## config.mk

```make
export PLATFORM = sky130hd
export DESIGN_NAME = ovn_mul
export DESIGN_NICKNAME = d
export VERILOG_FILES = /design/src/rtl/core/ovn_pkg.sv /design/src/rtl/core/ovn_mul.sv
export SDC_FILE = /design/constraint.sdc
export NUM_CORES = 1
export LEC_CHECK = 0
export BUFFER_PORTS_ARGS = -buffer_cell sky130_fd_sc_hd__buf_4
export CORE_UTILIZATION = 30
export DETAILED_ROUTE_END_ITERATION = 8
export PLACE_DENSITY = 0.47
export SLEW_MARGIN = 10
export SYNTH_ARGS = -nofsm -noshare
export SYNTH_HDL_FRONTEND = slang
export SYNTH_SLANG_ARGS = --single-unit
```

## constraint.sdc

```tcl
create_clock -name clock -period 11.5 [get_ports clock]
set_clock_uncertainty 0.05 [all_clocks]
set_input_delay 1.15 -clock clock [delete_from_list [all_inputs] [get_ports clock]]
set_output_delay 1.15 -clock clock [all_outputs]
set_load 0.03 [all_outputs]
```

## src/rtl/core/ovn_pkg.sv

```systemverilog
// ovn_pkg: shared widths, codes and reset values for the octave value noise block.
// No dependencies. Used by every module under rtl/core.
`timescale 1ns / 1ps
`default_nettype none

package ovn_pkg;

   // interface field widths
   localparam int COORD_W    = 6;
   localparam int SEED_W     = 16;
   localparam int OCT_W      = 3;
   localparam int DECAY_W    = 16;
   localparam int CSR_IDX_W  = 1;
   localparam int CSR_DATA_W = 16;

   // register indexes on the csr port
   localparam logic [CSR_IDX_W-1:0] CSR_NUM_OCTAVES  = 1'b0;
   localparam logic [CSR_IDX_W-1:0] CSR_OCTAVE_DECAY = 1'b1;

   // opcodes
   localparam logic OP_WRITE = 1'b0;
   localparam logic OP_QUERY = 1'b1;

   // reset values of the config registers
   localparam logic [OCT_W-1:0]   NUM_OCTAVES_RST  = 3'd4;
   localparam logic [DECAY_W-1:0] OCTAVE_DECAY_RST = 16'd4096;

   // default grid side, power of two from 2 to 1024
   localparam int GRID_SIZE_DEF = 64;

   // shared multiplier operand and product widths
   localparam int MUL_A_W = 26;
   localparam int MUL_B_W = 16;
   localparam int MUL_P_W = MUL_A_W + MUL_B_W;

   // datapath widths, sized for the largest grid (pitch up to 1024)
   localparam int TOP_W      = 26;   // one bilinear row, up to pitch * 0xFFFF
   localparam int V_W        = 37;   // full bilinear blend before the shift
   localparam int W_W        = 40;   // octave weight, Q.16, up to seven octaves
   localparam int W_HALF     = 20;   // weight is multiplied in two 20-bit halves
   localparam int WSUM_W     = 43;
   localparam int NSUM_W     = 59;
   localparam int DECAY_FRAC = 12;   // decay is Q4.12

   localparam logic [W_W-1:0] WEIGHT_ONE = 40'd65536;

endpackage : ovn_pkg

`default_nettype wire

```

## src/rtl/core/ovn_mul.sv

```systemverilog
// ovn_mul: the shared unsigned multiplier, product registered.
// Depends on ovn_pkg for operand widths.
`timescale 1ns / 1ps
`default_nettype none

module ovn_mul (
   input  wire logic                         clock,
   input  wire logic [ovn_pkg::MUL_A_W-1:0]  op_a,
   input  wire logic [ovn_pkg::MUL_B_W-1:0]  op_b,
   output logic      [ovn_pkg::MUL_P_W-1:0]  product
);

   logic [ovn_pkg::MUL_P_W-1:0] prod_in;
   logic [ovn_pkg::MUL_P_W-1:0] prod_ff;

   assign prod_in = ovn_pkg::MUL_P_W'(op_a) * ovn_pkg::MUL_P_W'(op_b);

   always_ff @(posedge clock) begin
      prod_ff <= prod_in;
   end

   assign product = prod_ff;

endmodule : ovn_mul

`default_nettype wire

```

==> flow_summary.ini, run 1 <==
[run_status]
status = finished, violations left
violations = DRC

[route]
vias_per_cell = 4.70
drtIter0Drc = 526
dr.pass1.iters = 7
vias = 10500
ant_nets = 0
drc_errors = 9
wl_um = 38800
wl_per_cell_um = 17.4

[finish]
final-seq-area_um2 = 841
area_growth_pct = 8.76
nFillCells = 4902
largest_reg_flops = 42
multi_input_area_um2 = 11700
drive_above_1_share_pct = 6.47
nets = 2115
antenna_cells = 0

[floorplanning]
io_pins = 85
coreArea_um2 = 46800
die_h_um = 220
die_w_um = 220
rows = 79
die_area_um2 = 48400
initial_core_util_pct = 30.5

[clocking]
clk_pin_slew_worst_paths_ps = 60
clock_path_buffers = 2
cts_tree = yes
cts_hold_buf = 0
ctsRootBufferMaster = clkbuf_16
postCtsSetupBuffers = 0
cts_resized = 0
clock_sinks = 42
htreeDepth = 2
cts-buffers-inserted = 5

[setup_path]
end_kind = flop
cp_cell_sequence = buf_4 > nand2_1 > fa_1 > inv_1 > fa_1 > fa_1 > fa_1 > fa_1 > inv_1 > fa_1 > inv_1 > ha_1 > nand4_1 > a21oi_1 > nand4_1 > o221ai_2 > o211ai_2 > a211o_1 > o21a_1 > o311ai_1
worstPathRequired_ps = 11620
cp_slowest_cell = fa_1
path_class = in -> reg
crit_fanout = 26
cp.arrival_ps = 7320
worstSetupStartpointType = primary input
cp_common_cell = fa_1
cpPeakStageDelay_ps = 660

[sta]
finalSetupTns_ps = 0
fmax_ghz = 0.139
worst_slew_pin_slew_ps = 585
min_period_ps = 7200
slew_headroom_pct = 60.5
min_period_over_period_pct = 62.6
hold_violations = 0
finalSetupViolCount = 0
rsz0062_at_grt = false
maxSlewViolCount = 0

[synthesis]
synth_area_leaders = fa_1, ha_1, inv_1
yosys-top-cells-count = inv_1, fa_1, nand2_1
yosysUniqueCellTypes = 62
synthArstFlopShare_pct = 0
synth.largest_area_cell = fa_1
syn_area_um2 = 14300
ys_warn_count = 0
syn_nets = 2093
synth_ff_type = dfxtp_1
avgSynthCellArea_um2 = 8.90
synth_edf_count = 0
syn_inst = 1602
synth_most_common_cell = inv_1
yosysTopAreaCellShare_pct = 46.9
synth_seq_cells = 42
ys_seq_area_share_pct = 5.90

[grt]
overflow = 0
antenna_found_initial = 1
grt_pass1_vias = 11300
grt_max_degree = 27
grt_first_pass_wirelength_um = 61800
grt_usage_pct = 16.7

[place]
portBuffers = 84
dp_hpwl_um = 31300
routabilityCongestion = 0.843

[worst_hold_path]
hp-class = in -> reg

[job]
max_cap_violations = 0
-- area by class of cell --
type                    count  area share (%)
clock buffers               5           0.807
repair buffers             84            4.07
inverters                 372            9.00
multi-input cells        1119            75.7
clock inverters             2          0.0645
well taps                 607            4.90
flip-flops and latches     42            5.42
-- final timing paths --
| kind | from | slack (ps) | end | cells after the start |
|---|---|---|---|---|
| setup / recovery | op_b[7] | 4300 | product[39] | 20 |
| hold / removal | op_a[0] | 1220 | product[0] | 2 |
-- placed cells by master, fill, tap and decap left out, drive strengths merged, types with 2 or more instances in the layout --
cell    netlist  layout
a211o         2       2
a211oi        8       8
a21boi        2       2
a21o         18      18
a21oi        38      38
a221oi        2       2
a311oi        2       2
a31o          2       2
a31oi         5       5
and2        178     178
and3          3       3
buf           4      84
clkbuf       65       5
clkinv        0       2
dfxtp        42      42
fa          334     334
ha          114     114
inv         372     372
nand2       267     267
nand2b        2       2
nand3         9       9
nand4         6       6
nor2         29      29
nor3          2       2
nor3b         2       2
o211ai        2       2
o21a          5       5
o21ai        23      23
o21bai        6       6
o221ai        2       2
o31ai         3       3
o41ai         2       2
xnor2        24      24
xor2         10      10
-- metal layers --
layer	share of wire [%]	up-vias	track usage (%)	wire length, um
met5	0	-	0	0
met4	2.0	0	3.49	760
met3	3.9	28	1.59	1520
met2	52	246	30.2	20400
met1	42	5454	21.4	16200
li1	-	4756	-	-
-- critical path, delay by kind of cell --
family | cells | cell delay (ps)
and+or+nand+nor | 3 | 640
AOI/OAI and AO/OA | 6 | 1520
buffers and inverters | 4 | 460
adders and majority gates | 7 | 3530
-- through the flow --
step           hold slack (ps)  cells  utilization, %  setup slack (ps)  cell area, um^2
3_5_place_dp              1510   2224            32.9              4120            15400
3_3_place_gp              1500   2224            32.9              4070            15400
4_1_cts                   1200   2231            33.2              4410            15500
5_1_grt                   1220   2231            33.2              4210            15500
6_report                  1220   2231            33.2              4300            15500
2_1_floorplan             1220   1602               -              4560            14300
-- cell families (layout without fill, tap and decap cells) --
logic type,count (synthesis),in the layout,share of synthesized area (%)
adder cells (fa/ha/maj),448,448,56.9
AND/OR/NAND/NOR,505,505,17.0
AO/OA/AOI/OAI,131,131,6.36
XOR/XNOR,34,34,2.09
flip-flops,42,42,5.90
buffers and inverters,441,463,11.7
multiplexers,1,1,0.0790
Power of run 1 is left out: the tool's default activity adds up to more than one toggle a clock period on the data nets, which glitch-free logic cannot reach.
==> inputs of run 2 (changes only) <==
Clock period 11.5 ns to 7.2 ns, I/O delays scaled along.
==> flow_summary.ini, run 2 (synthesis gave the netlist of run 1 again) <==
[job]
max_cap_violations = 0

[run_status]
violations = DRC
status = finished, violations left

[clocking]
cts_hold_buf = 0
cts-buffers-inserted = 5
cts_tree = yes
cts_resized = 0
clock_sinks = 42
htreeDepth = 2
postCtsSetupBuffers = 0
clock_path_buffers = 2
clk_pin_slew_worst_paths_ps = 60
ctsRootBufferMaster = clkbuf_16

[finish]
largest_reg_flops = 42
drive_above_1_share_pct = 6.58
layout_commonest_cell = inv_1
antenna_cells = 0
mostFrequentLayoutCells = inv_1, fa_1, nand2_1
area_growth_pct = 8.86
nets = 2117

[grt]
antenna_found_initial = 0
grt_usage_pct = 16.7
met1_usage_pct = 21.0
use_met3_pct = 1.95
grt_first_pass_wirelength_um = 62200
use_met2_pct = 30.3
overflow = 0
top_usage_layer = met2
grt_max_degree = 27
grt_pass1_vias = 11400

[worst_hold_path]
min_to = product[0]
holdPathStages = 2
hp-start = op_a[0]
hp-class = in -> reg

[sta]
fmax_ghz = 0.151
worst_slew_pin_slew_ps = 505
maxSlewViolCount = 0
finalSetupViolCount = 0
min_period_over_period_pct = 91.9
slew_headroom_pct = 65.9
finalSetupTns_ps = 0
hold_violations = 0
rsz0062_at_grt = false
min_period_ps = 6620

[route]
wl_um = 38600
ant_nets = 0
vias_per_cell = 4.67
dr.pass1.iters = 7
wl_per_cell_um = 17.3
drtIter0Drc = 399
vias = 10400
drc_errors = 9

[place]
routabilityCongestion = 0.845
portBuffers = 84
dp_hpwl_um = 31500

[setup_path]
worst-path-buf-inv = 4
cp_common_cell = fa_1
cp_cell_sequence = buf_4 > nand2_1 > fa_1 > inv_1 > fa_1 > fa_1 > fa_1 > fa_1 > inv_1 > fa_1 > inv_1 > ha_1 > nand4_1 > a21oi_1 > nand4_1 > o221ai_2 > o211ai_2 > a211o_1 > o21a_1 > o311ai_1
end_kind = flop
worstPathRequired_ps = 7340
cp_slowest_cell = fa_1
cpPeakStageDelay_ps = 640
cp.arrival_ps = 6760
crit_fanout = 26
worstSetupStartpointType = primary input
critical_path.top_delay_family = adder cells
path_class = in -> reg

[floorplanning]
initial_core_util_pct = 30.5
die_w_um = 220
coreArea_um2 = 46800
io_pins = 85
die_h_um = 220
die_area_um2 = 48400
rows = 79
## run 2: worst max path at each step
| stage | startpoint | end | slack [ps] | depth (start not counted) |
|---|---|---|---|---|
| 2_1_floorplan | op_b[7] | product[40] | 690 | 24 |
| 3_3_place_gp | op_b[7] | product[39] | 240 | 20 |
| 3_5_place_dp | op_b[10] | product[39] | 280 | 20 |
| 4_1_cts | op_b[10] | product[39] | 560 | 20 |
| 5_1_grt | op_b[1] | product[39] | 290 | 22 |
| 6_report | op_b[7] | product[39] | 580 | 20 |
## run 2: metrics by stage
step	util [%]	instance area, um^2	setup slack, ps	cells	hold slack, ps
2_1_floorplan	-	14300	694	1602	792
3_3_place_gp	32.9	15400	244	2226	1070
3_5_place_dp	32.9	15400	283	2226	1070
4_1_cts	33.2	15500	562	2233	752
5_1_grt	33.2	15500	292	2233	778
6_report	33.2	15500	584	2233	749
## run 2: layer usage
metal	routed length, um	vias up
met2	20200	198
met5	0	-
met3	1470	46
met1	16000	5436
li1	-	4753
met4	909	0
## run 2: layout make-up
cell class / count / area (um^2)
Clock buffer: 5 / 125
Inverter: 372 / 1400
Clock inverter: 2 / 10.0
Timing Repair Buffer: 86 / 646
Tap cell: 607 / 759
Sequential cell: 42 / 841
Fill cell: 4963 / 31200
Multi-Input combinational cell: 1119 / 11700
Power of run 2 is left out for the same reason.
==> inputs of run 3 (changes only) <==
Settings changed: CORE_UTILIZATION 30 to 55, PLACE_DENSITY 0.47 to 0.75.
Clock period 7.2 ns to 8.6 ns, I/O delays scaled along.
==> flow_summary.ini, run 3 (synthesis gave the netlist of run 1 again) <==
[run_status]
status = finished clean

[route]
drc_errors = 0
wl_per_cell_um = 17.5
wl_um = 34300
dr.pass1.iters = 8
ant_nets = 0
vias_per_cell = 5.54
vias = 10800
drtIter0Drc = 666

[worst_hold_path]
holdPathStages = 2
hp-class = in -> reg

[finish]
nets = 2115
antenna_cells = 0
largest_reg_flops = 42
drive_above_1_share_pct = 6.46
final_area_um2 = 15200
multi_input_area_um2 = 11700
mostFrequentLayoutCells = inv_1, fa_1, nand2_1
layout_commonest_cell = inv_1
post-route-util_pct = 60.0
nFillCells = 2218
final-seq-area_um2 = 841
area_growth_pct = 6.55

[clocking]
clock_sinks = 42
postCtsSetupBuffers = 0
ctsRootBufferMaster = clkbuf_16
cts_tree = yes
htreeDepth = 2
cts-buffers-inserted = 5
cts_resized = 0
clock_path_buffers = 2
cts_hold_buf = 0
clk_pin_slew_worst_paths_ps = 60

[place]
dp_hpwl_um = 27400
placed_area_um2 = 15000
portBuffers = 84
routabilityCongestion = 0.903

[sta]
fmax_ghz = 0.150
finalSetupTns_ps = 0
hold_violations = 0
maxSlewViolCount = 0
worst_slew_pin_slew_ps = 561
slew_headroom_pct = 62.1
min_period_over_period_pct = 77.6
finalSetupViolCount = 0
min_period_ps = 6670
rsz0062_at_grt = false

[floorplanning]
die_h_um = 163
die_w_um = 163
coreArea_um2 = 25300
initial_core_util_pct = 56.3
rows = 58
io_pins = 85
die_area_um2 = 26600

[setup_path]
cp_cell_sequence = buf_4 > nand2_1 > fa_1 > inv_1 > fa_1 > inv_1 > fa_1 > inv_1 > fa_1 > fa_1 > inv_1 > fa_1 > inv_1 > ha_1 > a21oi_2 > o21ai_1 > a221oi_2 > o31ai_2 > o31a_4 > a31o_1 > o21ai_1 > a311oi_2
worstPathRequired_ps = 8710
worstSetupStartpointType = primary input
cp.arrival_ps = 6780
cpPeakStageDelay_ps = 570
cp_slowest_cell = fa_1
end_kind = flop
startpoint = op_b[7]
path_class = in -> reg
crit_fanout = 26
cp_common_cell = fa_1
crit_end = product[40]

[grt]
top_usage_layer = met2
met1_usage_pct = 32.5
use_met3_pct = 3.00
grt_pass1_vias = 11600
use_met2_pct = 49.7
overflow = 0
grt_usage_pct = 27.3
grt_max_degree = 27
grt_first_pass_wirelength_um = 56400
antenna_found_initial = 0

[job]
max_cap_violations = 0
## run 3: worst min-delay path by stage
| stage | startpoint | to | slack, ps |
|---|---|---|---|
| after global routing | op_a[0] | product[0] | 920 |
| after floorplan | op_b[0] | product[0] | 930 |
| after global placement | op_a[0] | product[0] | 1170 |
| final | op_a[0] | product[0] | 880 |
| after detailed placement | op_a[0] | product[0] | 1180 |
| after CTS | op_a[0] | product[0] | 870 |
## run 3: worst max-delay path, delay by kind of cell
family	cells	cell delay [ps]
AO/OA/AOI/OAI	8	1790
adder cells (fa/ha/maj)	7	3420
buffers and inverters	6	570
AND/OR/NAND/NOR	1	130
## run 3: per-layer routing
layer / part of all wire [%] / vias to the layer above / routed length [um]
met5: 0 / - / 0
met4: 4.9 / 0 / 1670
met3: 5.8 / 108 / 2000
met2: 52 / 426 / 17900
met1: 37 / 5538 / 12700
li1: - / 4753 / -
## run 3: cell type report
cell class	count	share of cell area (%)
clock buffer	6	0.848
clock inverter	2	0.247
inverter	372	9.19
multi-input combinational	1119	77.3
sequential	42	5.53
tap	330	2.72
timing repair buffer	84	4.15
## run 3: through the flow
stage	worst slack [ps]	instances	hold WS (ps)
final	1930	1955	884
after global routing	1680	1955	921
after CTS	1960	1955	875
after detailed placement	1670	1947	1180
after global placement	1780	1947	1170
after floorplan	1950	1602	932
Power of run 3 is left out for the same reason.
