`src/rtl/core/ovn_pkg.sv`:
```
// ovn_pkg: shared widths, codes and reset values for the octave value noise block.
// No dependencies. Used by every module under rtl/core.
`timescale 1ns / 1ps
`default_nettype none

package ovn_pkg;

   // interface field widths
   localparam int COORD_W    = 6;
   localparam int SEED_W     = 16;
   localparam int OCT_W      = 3;
   localparam int DECAY_W    = 16;
   localparam int CSR_IDX_W  = 1;
   localparam int CSR_DATA_W = 16;

   // register indexes on the csr port
   localparam logic [CSR_IDX_W-1:0] CSR_NUM_OCTAVES  = 1'b0;
   localparam logic [CSR_IDX_W-1:0] CSR_OCTAVE_DECAY = 1'b1;

   // opcodes
   localparam logic OP_WRITE = 1'b0;
   localparam logic OP_QUERY = 1'b1;

   // reset values of the config registers
   localparam logic [OCT_W-1:0]   NUM_OCTAVES_RST  = 3'd4;
   localparam logic [DECAY_W-1:0] OCTAVE_DECAY_RST = 16'd4096;

   // default grid side, power of two from 2 to 1024
   localparam int GRID_SIZE_DEF = 64;

   // shared multiplier operand and product widths
   localparam int MUL_A_W = 26;
   localparam int MUL_B_W = 16;
   localparam int MUL_P_W = MUL_A_W + MUL_B_W;

   // datapath widths, sized for the largest grid (pitch up to 1024)
   localparam int TOP_W      = 26;   // one bilinear row, up to pitch * 0xFFFF
   localparam int V_W        = 37;   // full bilinear blend before the shift
   localparam int W_W        = 40;   // octave weight, Q.16, up to seven octaves
   localparam int W_HALF     = 20;   // weight is multiplied in two 20-bit halves
   localparam int WSUM_W     = 43;
   localparam int NSUM_W     = 59;
   localparam int DECAY_FRAC = 12;   // decay is Q4.12

   localparam logic [W_W-1:0] WEIGHT_ONE = 40'd65536;

endpackage : ovn_pkg

`default_nettype wire

```
`src/rtl/core/ovn_engine.sv`:
```
// ovn_engine: query sequencer. Walks the octaves (four seed reads, bilinear blend,
// weight update and accumulate on the shared multiplier), then a restoring divide.
// Depends on ovn_pkg; drives ovn_seed_ram read port and ovn_mul operands.
`timescale 1ns / 1ps
`default_nettype none

module ovn_engine #(
   parameter int GRID_SIZE = ovn_pkg::GRID_SIZE_DEF
) (
   input  wire logic                                 clock,
   input  wire logic                                 reset,
   input  wire logic                                 query_go,
   input  wire logic [$clog2(GRID_SIZE)-1:0]         query_x,
   input  wire logic [$clog2(GRID_SIZE)-1:0]         query_y,
   input  wire logic [ovn_pkg::OCT_W-1:0]            num_octaves,
   input  wire logic [ovn_pkg::DECAY_W-1:0]          octave_decay,
   output logic      [2*$clog2(GRID_SIZE)-1:0]       rd_addr,
   input  wire logic [ovn_pkg::SEED_W-1:0]           rd_data,
   output logic      [ovn_pkg::MUL_A_W-1:0]          mul_a,
   output logic      [ovn_pkg::MUL_B_W-1:0]          mul_b,
   input  wire logic [ovn_pkg::MUL_P_W-1:0]          mul_p,
   output logic                                      busy,
   output logic                                      rsp_valid,
   output logic      [ovn_pkg::SEED_W-1:0]           rsp_noise_value
);

   localparam int K   = $clog2(GRID_SIZE);
   localparam int KW  = $clog2(K + 1);
   localparam int PW  = K + 1;
   localparam int DCW = $clog2(ovn_pkg::SEED_W);

   typedef enum logic [1:0] {ST_IDLE, ST_OCT, ST_DIV} state_type;

   // one octave: address issue, four corner products, two blend products,
   // two weight-update products, two accumulate products
   typedef enum logic [3:0] {
      SP_ADDR, SP_S00, SP_S01, SP_S10, SP_S11, SP_TOP, SP_BOT, SP_V,
      SP_DEC_HI, SP_WNEXT, SP_ACC_LO, SP_ACC_HI
   } step_type;

   state_type                        state_ff, state_in;
   step_type                         step_ff, step_in;
   logic                             rsp_valid_ff, rsp_valid_in;
   logic [KW-1:0]                    k_ff, k_in;
   logic [ovn_pkg::OCT_W-1:0]        oct_ff, oct_in;
   logic [ovn_pkg::OCT_W-1:0]        last_oct_ff, last_oct_in;
   logic [K-1:0]                     x_ff, x_in;
   logic [K-1:0]                     y_ff, y_in;
   logic [ovn_pkg::TOP_W-1:0]        top_ff, top_in;
   logic [ovn_pkg::TOP_W-1:0]        bot_ff, bot_in;
   logic [ovn_pkg::V_W-1:0]          v_ff, v_in;
   logic [ovn_pkg::SEED_W-1:0]       samp_ff, samp_in;
   logic [ovn_pkg::MUL_P_W-1:0]      wlo_ff, wlo_in;
   logic [ovn_pkg::W_W-1:0]          wnext_ff, wnext_in;
   logic [ovn_pkg::W_W-1:0]          w_ff, w_in;
   logic [ovn_pkg::WSUM_W-1:0]       wsum_ff, wsum_in;
   logic [ovn_pkg::NSUM_W-1:0]       nsum_ff, nsum_in;
   logic [ovn_pkg::NSUM_W-1:0]       dshift_ff, dshift_in;
   logic [ovn_pkg::SEED_W-1:0]       quo_ff, quo_in;
   logic [DCW-1:0]                   div_cnt_ff, div_cnt_in;

   // lattice snap
   logic [PW-1:0]                    pitch;
   logic [PW-1:0]                    low_mask;
   logic [K-1:0]                     x1, x2, y1, y2, bx, by;
   logic [PW-1:0]                    pbx, pby;

   // datapath helpers
   logic [ovn_pkg::W_HALF-1:0]       w_lo, w_hi;
   logic [ovn_pkg::V_W-1:0]          v_sum, v_shr;
   logic [ovn_pkg::MUL_P_W+ovn_pkg::W_HALF-1:0] w_full;
   logic [ovn_pkg::WSUM_W-1:0]       wsum_next;
   logic [ovn_pkg::NSUM_W:0]         div_diff;
   logic                             div_ge;

   // snap to the pitch lattice; the far corner wraps around the grid
   always_comb begin
      pitch    = PW'(1) << k_ff;
      low_mask = pitch - PW'(1);
      x1       = x_ff & ~low_mask[K-1:0];
      y1       = y_ff & ~low_mask[K-1:0];
      x2       = x1 + pitch[K-1:0];
      y2       = y1 + pitch[K-1:0];
      bx       = x_ff & low_mask[K-1:0];
      by       = y_ff & low_mask[K-1:0];
      pbx      = pitch - PW'(bx);
      pby      = pitch - PW'(by);
   end

   // corner reads: store is indexed by row y then column x
   always_comb begin
      case (step_ff)
         SP_ADDR: rd_addr = {y1, x1};
         SP_S00:  rd_addr = {y1, x2};
         SP_S01:  rd_addr = {y2, x1};
         default: rd_addr = {y2, x2};
      endcase
   end

   assign w_lo = w_ff[ovn_pkg::W_HALF-1:0];
   assign w_hi = w_ff[ovn_pkg::W_W-1:ovn_pkg::W_HALF];

   // multiplier operand select per step
   always_comb begin
      mul_a = '0;
      mul_b = '0;
      case (step_ff)
         SP_S00: begin
            mul_a = ovn_pkg::MUL_A_W'(rd_data);
            mul_b = ovn_pkg::MUL_B_W'(pbx);
         end
         SP_S01: begin
            mul_a = ovn_pkg::MUL_A_W'(rd_data);
            mul_b = ovn_pkg::MUL_B_W'(bx);
         end
         SP_S10: begin
            mul_a = ovn_pkg::MUL_A_W'(rd_data);
            mul_b = ovn_pkg::MUL_B_W'(pbx);
         end
         SP_S11: begin
            mul_a = ovn_pkg::MUL_A_W'(rd_data);
            mul_b = ovn_pkg::MUL_B_W'(bx);
         end
         SP_TOP: begin
            mul_a = ovn_pkg::MUL_A_W'(top_ff);
            mul_b = ovn_pkg::MUL_B_W'(pby);
         end
         SP_BOT: begin
            mul_a = ovn_pkg::MUL_A_W'(bot_ff);
            mul_b = ovn_pkg::MUL_B_W'(by);
         end
         SP_V: begin
            mul_a = ovn_pkg::MUL_A_W'(w_lo);
            mul_b = octave_decay;
         end
         SP_DEC_HI: begin
            mul_a = ovn_pkg::MUL_A_W'(w_hi);
            mul_b = octave_decay;
         end
         SP_WNEXT: begin
            mul_a = ovn_pkg::MUL_A_W'(w_lo);
            mul_b = samp_ff;
         end
         SP_ACC_LO: begin
            mul_a = ovn_pkg::MUL_A_W'(w_hi);
            mul_b = samp_ff;
         end
         default: begin
            mul_a = '0;
            mul_b = '0;
         end
      endcase
   end

   // blend result, weight product and divider compare
   always_comb begin
      v_sum     = v_ff + ovn_pkg::V_W'(mul_p);
      v_shr     = v_sum >> {k_ff, 1'b0};
      w_full    = {mul_p, ovn_pkg::W_HALF'(0)}
                  + (ovn_pkg::MUL_P_W + ovn_pkg::W_HALF)'(wlo_ff);
      wsum_next = wsum_ff + ovn_pkg::WSUM_W'(w_ff);
      div_diff  = {1'b0, nsum_ff} - {1'b0, dshift_ff};
      div_ge    = ~div_diff[ovn_pkg::NSUM_W];
   end

   // next state
   always_comb begin
      state_in     = state_ff;
      step_in      = step_ff;
      rsp_valid_in = 1'b0;
      k_in         = k_ff;
      oct_in       = oct_ff;
      last_oct_in  = last_oct_ff;
      x_in         = x_ff;
      y_in         = y_ff;
      top_in       = top_ff;
      bot_in       = bot_ff;
      v_in         = v_ff;
      samp_in      = samp_ff;
      wlo_in       = wlo_ff;
      wnext_in     = wnext_ff;
      w_in         = w_ff;
      wsum_in      = wsum_ff;
      nsum_in      = nsum_ff;
      dshift_in    = dshift_ff;
      quo_in       = quo_ff;
      div_cnt_in   = div_cnt_ff;

      unique case (state_ff)
         ST_IDLE: begin
            if (query_go) begin
               state_in    = ST_OCT;
               step_in     = SP_ADDR;
               k_in        = KW'(K);
               oct_in      = '0;
               // zero octaves runs as one
               last_oct_in = (num_octaves == '0) ? '0 : num_octaves - 1'b1;
               x_in        = query_x;
               y_in        = query_y;
               w_in        = ovn_pkg::WEIGHT_ONE;
               wsum_in     = '0;
               nsum_in     = '0;
            end
         end

         ST_OCT: begin
            step_in = step_type'(step_ff + 4'd1);
            case (step_ff)
               SP_S01:    top_in = ovn_pkg::TOP_W'(mul_p);
               SP_S10:    top_in = top_ff + ovn_pkg::TOP_W'(mul_p);
               SP_S11:    bot_in = ovn_pkg::TOP_W'(mul_p);
               SP_TOP:    bot_in = bot_ff + ovn_pkg::TOP_W'(mul_p);
               SP_BOT:    v_in   = ovn_pkg::V_W'(mul_p);
               SP_V:      samp_in = v_shr[ovn_pkg::SEED_W-1:0];
               SP_DEC_HI: wlo_in = mul_p;
               SP_WNEXT:  wnext_in = w_full[ovn_pkg::DECAY_FRAC +: ovn_pkg::W_W];
               SP_ACC_LO: nsum_in = nsum_ff + ovn_pkg::NSUM_W'(mul_p);
               SP_ACC_HI: begin
                  nsum_in = nsum_ff + ovn_pkg::NSUM_W'({mul_p, ovn_pkg::W_HALF'(0)});
                  wsum_in = wsum_next;
                  w_in    = wnext_ff;
                  oct_in  = oct_ff + 1'b1;
                  step_in = SP_ADDR;
                  // pitch stops at one
                  if (k_ff != '0) begin
                     k_in = k_ff - 1'b1;
                  end
                  if (oct_ff == last_oct_ff) begin
                     state_in   = ST_DIV;
                     dshift_in  = ovn_pkg::NSUM_W'({wsum_next, (ovn_pkg::SEED_W-1)'(0)});
                     div_cnt_in = '0;
                  end
               end
               default: begin
               end
            endcase
         end

         ST_DIV: begin
            // one quotient bit per cycle; the sum never reaches 2^16 weight sums
            if (div_ge) begin
               nsum_in = div_diff[ovn_pkg::NSUM_W-1:0];
            end
            quo_in     = {quo_ff[ovn_pkg::SEED_W-2:0], div_ge};
            dshift_in  = dshift_ff >> 1;
            div_cnt_in = div_cnt_ff + 1'b1;
            if (div_cnt_ff == DCW'(ovn_pkg::SEED_W - 1)) begin
               state_in     = ST_IDLE;
               rsp_valid_in = 1'b1;
            end
         end

         default: begin
            state_in = ST_IDLE;
         end
      endcase
   end

   // control state and result strobe
   always_ff @(posedge clock) begin
      if (reset) begin
         state_ff     <= ST_IDLE;
         step_ff      <= SP_ADDR;
         rsp_valid_ff <= 1'b0;
      end else begin
         state_ff     <= state_in;
         step_ff      <= step_in;
         rsp_valid_ff <= rsp_valid_in;
      end
   end

   // datapath registers
   always_ff @(posedge clock) begin
      k_ff        <= k_in;
      oct_ff      <= oct_in;
      last_oct_ff <= last_oct_in;
      x_ff        <= x_in;
      y_ff        <= y_in;
      top_ff      <= top_in;
      bot_ff      <= bot_in;
      v_ff        <= v_in;
      samp_ff     <= samp_in;
      wlo_ff      <= wlo_in;
      wnext_ff    <= wnext_in;
      w_ff        <= w_in;
      wsum_ff     <= wsum_in;
      nsum_ff     <= nsum_in;
      dshift_ff   <= dshift_in;
      quo_ff      <= quo_in;
      div_cnt_ff  <= div_cnt_in;
   end

   assign busy            = (state_ff != ST_IDLE);
   assign rsp_valid       = rsp_valid_ff;
   assign rsp_noise_value = quo_ff;

endmodule : ovn_engine

`default_nettype wire

```
`config.mk`:
```
export PLATFORM = sky130hd
export DESIGN_NAME = ovn_engine
export DESIGN_NICKNAME = d
export VERILOG_FILES = /design/src/rtl/core/ovn_pkg.sv /design/src/rtl/core/ovn_engine.sv
export SDC_FILE = /design/constraint.sdc
export NUM_CORES = 1
export LEC_CHECK = 0
export ABC_CLOCK_PERIOD_IN_PS = 6600
export BUFFER_PORTS_ARGS = -buffer_cell sky130_fd_sc_hd__buf_2
export CAP_MARGIN = 15
export CORE_MARGIN = 3
export CORE_UTILIZATION = 35
export DETAILED_ROUTE_END_ITERATION = 10
export HOLD_SLACK_MARGIN = 0.08
export MAX_ROUTING_LAYER = met4
export SLEW_MARGIN = 5
export SYNTH_ARGS = -nofsm -noshare
export SYNTH_HDL_FRONTEND = slang
export SYNTH_SLANG_ARGS = --single-unit
```
`constraint.sdc`:
```
create_clock -name clock -period 6.6 [get_ports clock]
set_input_delay 1.32 -clock clock [delete_from_list [all_inputs] [get_ports clock]]
set_output_delay 1.32 -clock clock [all_outputs]
set_load 0.01 [all_outputs]
```
==> flow_summary.toml <==
[grt]
grtUsageTotal = 0.218
antenna_found_initial = 3
grt_pass1_wl_mm = 160
overflow = 0
busiest_layer = "met2"
met1_usage = 0.301
use_met2 = 0.339
gr-usage-met3 = 0.0255
grt_max_degree = 87
grt_pass1_vias = 26500

[timing]
fin_setup_tns_ps = 0
fmax_ghz = 0.162
min_period_ps = 6170
clock_skew_ps = 36.6
rsz0062_at_grt = "no"
worstMarginPinSlew_ps = 1110
setup_viol = 0
slew_violations = 0
relSlewSlack = 0.261
post-route-period-util = 0.935
hold-worst-slack_ps = 417
finalHoldViolCount = 0

[worst_hold_path]
min_to = "wnext_ff[5]"
min_from = "wlo_ff[17]"
holdPathStages = 0
hold_path.class = "reg2reg"

[cts]
cts_buffer_depth = 3
postCtsSetupBuffers = 0
cts_tree = "built"
cts.sinks = 416
clk_transition_reported_paths_ps = 60
cts.repair.resized = 0
numCtsBuffers = 49
clock-root-buffer = "clkbuf_16"
cts_hold_buffers = 0
htreeDepth = 2
clock_latency_ps = 620

[synthesis]
yosysSeqAreaShare = 0.379
synth_area_leader_cell = "edfxtp_1"
synth_top_area_frac = 0.375
synth_common_cells = "edfxtp_1 (409), nand2_1 (331), nor2_1 (308), ha_1 (307), a21oi_1 (284)"
async_reset_ff_frac = 0
ys.flop_type = "edfxtp_1"
synth_edf_count = 409
synthesis.nets = 3929
synth_cells = 3521
avgSynthCellArea_sq_um = 9.30
synth_cell_types = 88
syn_area_sq_mm = 0.0328
ys.warnings.count = 0
ys_ff_latch = 416
synth_most_common_cell = "edfxtp_1"
synth_area_leaders = "edfxtp_1 (37%), ha_1 (12%), a21oi_1 (4.3%)"

[layout]
drive_gt1_frac = 0.0965
multi_input_area_sq_mm = 0.0193
areaGrowthSynthToFinish_pct = 12.1
fillers = 9287
final_net_count = 4070
regArea_sq_mm = 0.0124

[worst_setup_path]
cp.arrival_ps = 4850
rr_startpoint = "nsum_ff[5]"
startpoint_type = "flop"
worst-r2r-setup-slack_ps = 1780
reg2reg_depth = 14
crit_type = "reg2out"
cp_data_required_time_ps = 5280
critPathLaunch = "k_ff[0]"
endpoint_kind = "output port"
rr_endpoint = "nsum_ff[41]"
path_max_fanout = 33

[route]
vias = 27800
routed_via_density = 5.61
drtAntennaViolNets = 0
finalWirelength_mm = 107
drt_iter0_markers = 2772
wl_per_cell_um = 21.5
drt-pass1-iter-count = 6
remaining_drc_errors = 0

[floorplan]
rows = 111
ios = 164
start_util = 0.355
core_area_sq_mm = 0.0922
fp.dieW_um = 312
die_h_um = 312
dieArea_sq_mm = 0.0973

[outcome]
run_status = "finished, final reports clean"

[pwr]
power_frac_seq = 0.271
vdd.ir_drop.worst_mv = 0.268
comb_power_share = 0.566
p_per_area_mw_per_mm2 = 473
clkPwrFrac = 0.163
internal_power_mw = 9.47
power.switching_mw = 7.90
finalPower_mw = 17.4
swShare = 0.455
leakage_nw = 15.1

[flow_run]
drv_cap = 0

[placed_design]
place.gp.congestion = 0.948
io_buffer_count = 163
dpl.hpwl_mm = 81.7
worst max-delay path by stage:
stage / cells past startpoint / slack [ps] / endpoint
finish: 18 / 430 / mul_b[6]
global route: 18 / 60 / mul_b[6]
CTS: 18 / 450 / mul_b[6]
detailed placement: 15 / 1050 / nsum_ff[58]
global placement: 15 / 1130 / nsum_ff[58]
floorplan: 3 / 140 / k_ff[0]
registers in the layout (all words and copies together) (netlist names):
| name | flops |
|---|---|
| last_oct_ff | 3 |
| bot_ff | 26 |
| samp_ff | 16 |
| w_ff | 40 |
| rsp_valid | 1 |
| rsp_noise_value | 16 |
| div_cnt_ff | 4 |
| x_ff | 6 |
| v_ff | 30 |
| state_ff | 2 |
| nsum_ff | 59 |
| wlo_ff | 30 |
| top_ff | 26 |
| y_ff | 6 |
| wsum_ff | 43 |
| oct_ff | 3 |
| dshift_ff | 58 |
| k_ff | 3 |
| wnext_ff | 40 |
| step_ff | 4 |
final cells by class:
class / instances / area share
multi-input cells: 2817 / 0.526
clock inverters: 30 / 0.0101
repair buffers: 204 / 0.0306
clock buffers: 59 / 0.0344
flip-flops and latches: 416 / 0.338
well taps: 1243 / 0.0423
diodes: 6 / 0.000409
inverters: 174 / 0.0178
critical path: stages, from the launching register on:
cell and delay, ps:
edfxtp_1 350, buf_4 240, inv_1 80, buf_4 300, ha_1 280, nor2b_1 360
inv_1 250, ha_1 450, xnor2_1 230, a21o_1 190, ha_1 300, nor2b_1 140
o21ai_0 170, nand2b_1 110, a21o_1 190, a21oi_1 170, xor2_1 150, o21ai_0 100
buf_2 180
per-stage QoR:
stage / utilization / cells / setup WS [ps] / area (sq um)
2_1_floorplan: - / 3521 / 137 / 32800
3_3_place_gp: 0.380 / 4854 / 1130 / 35100
4_1_cts: 0.398 / 4943 / 454 / 36700
3_5_place_dp: 0.380 / 4854 / 1050 / 35100
5_1_grt: 0.398 / 4944 / 58.7 / 36700
6_report: 0.398 / 4949 / 431 / 36700
routing by layer:
metal	share of wire	vias up
li1	-	13400
met3	0.060	138
met2	0.45	890
met4	0.028	0
met5	0	-
met1	0.47	13300
power groups by stage:
stage | Combinational (mW) | Clock, mW | Sequential (mW)
after floorplan | 7.33 | 0 | 4.45
after global placement | 9.64 | 0 | 4.74
after detailed placement | 9.68 | 0 | 4.76
after CTS | 9.75 | 2.89 | 4.71
after global routing | 10.9 | 2.99 | 4.77
final | 9.83 | 2.83 | 4.71
cells by family after synthesis:
| family | synth area share |
|---|---|
| AO/OA/AOI/OAI | 0.225 |
| XOR/XNOR | 0.0751 |
| adder cells (fa/ha/maj) | 0.123 |
| buffers and inverters | 0.0330 |
| flip-flops | 0.379 |
| multiplexers | 0.0124 |
| AND/OR/NAND/NOR | 0.152 |
cell usage in the layout (no fill, tap or decap), types with 16 or more instances in the layout:
cell,n
xnor2_1,142
and2_1,78
buf_4,41
a22o_1,19
nor2_1,307
o21bai_1,42
nor2b_1,42
xor2_1,139
a222oi_1,22
nand3_1,62
o21ai_0,246
buf_2,163
inv_1,170
nand2_1,331
nor3_1,50
o21a_1,35
o211ai_1,31
or3_1,24
a21o_1,129
o31ai_1,16
ha_1,305
a21oi_1,283
a22oi_1,58
edfxtp_1,409
nand4_1,39
clkbuf_16,49
mux2i_1,17
and3_1,37
nand2b_1,41
a211oi_1,25
a31oi_1,38
Power figures use the tool's default switching activity.
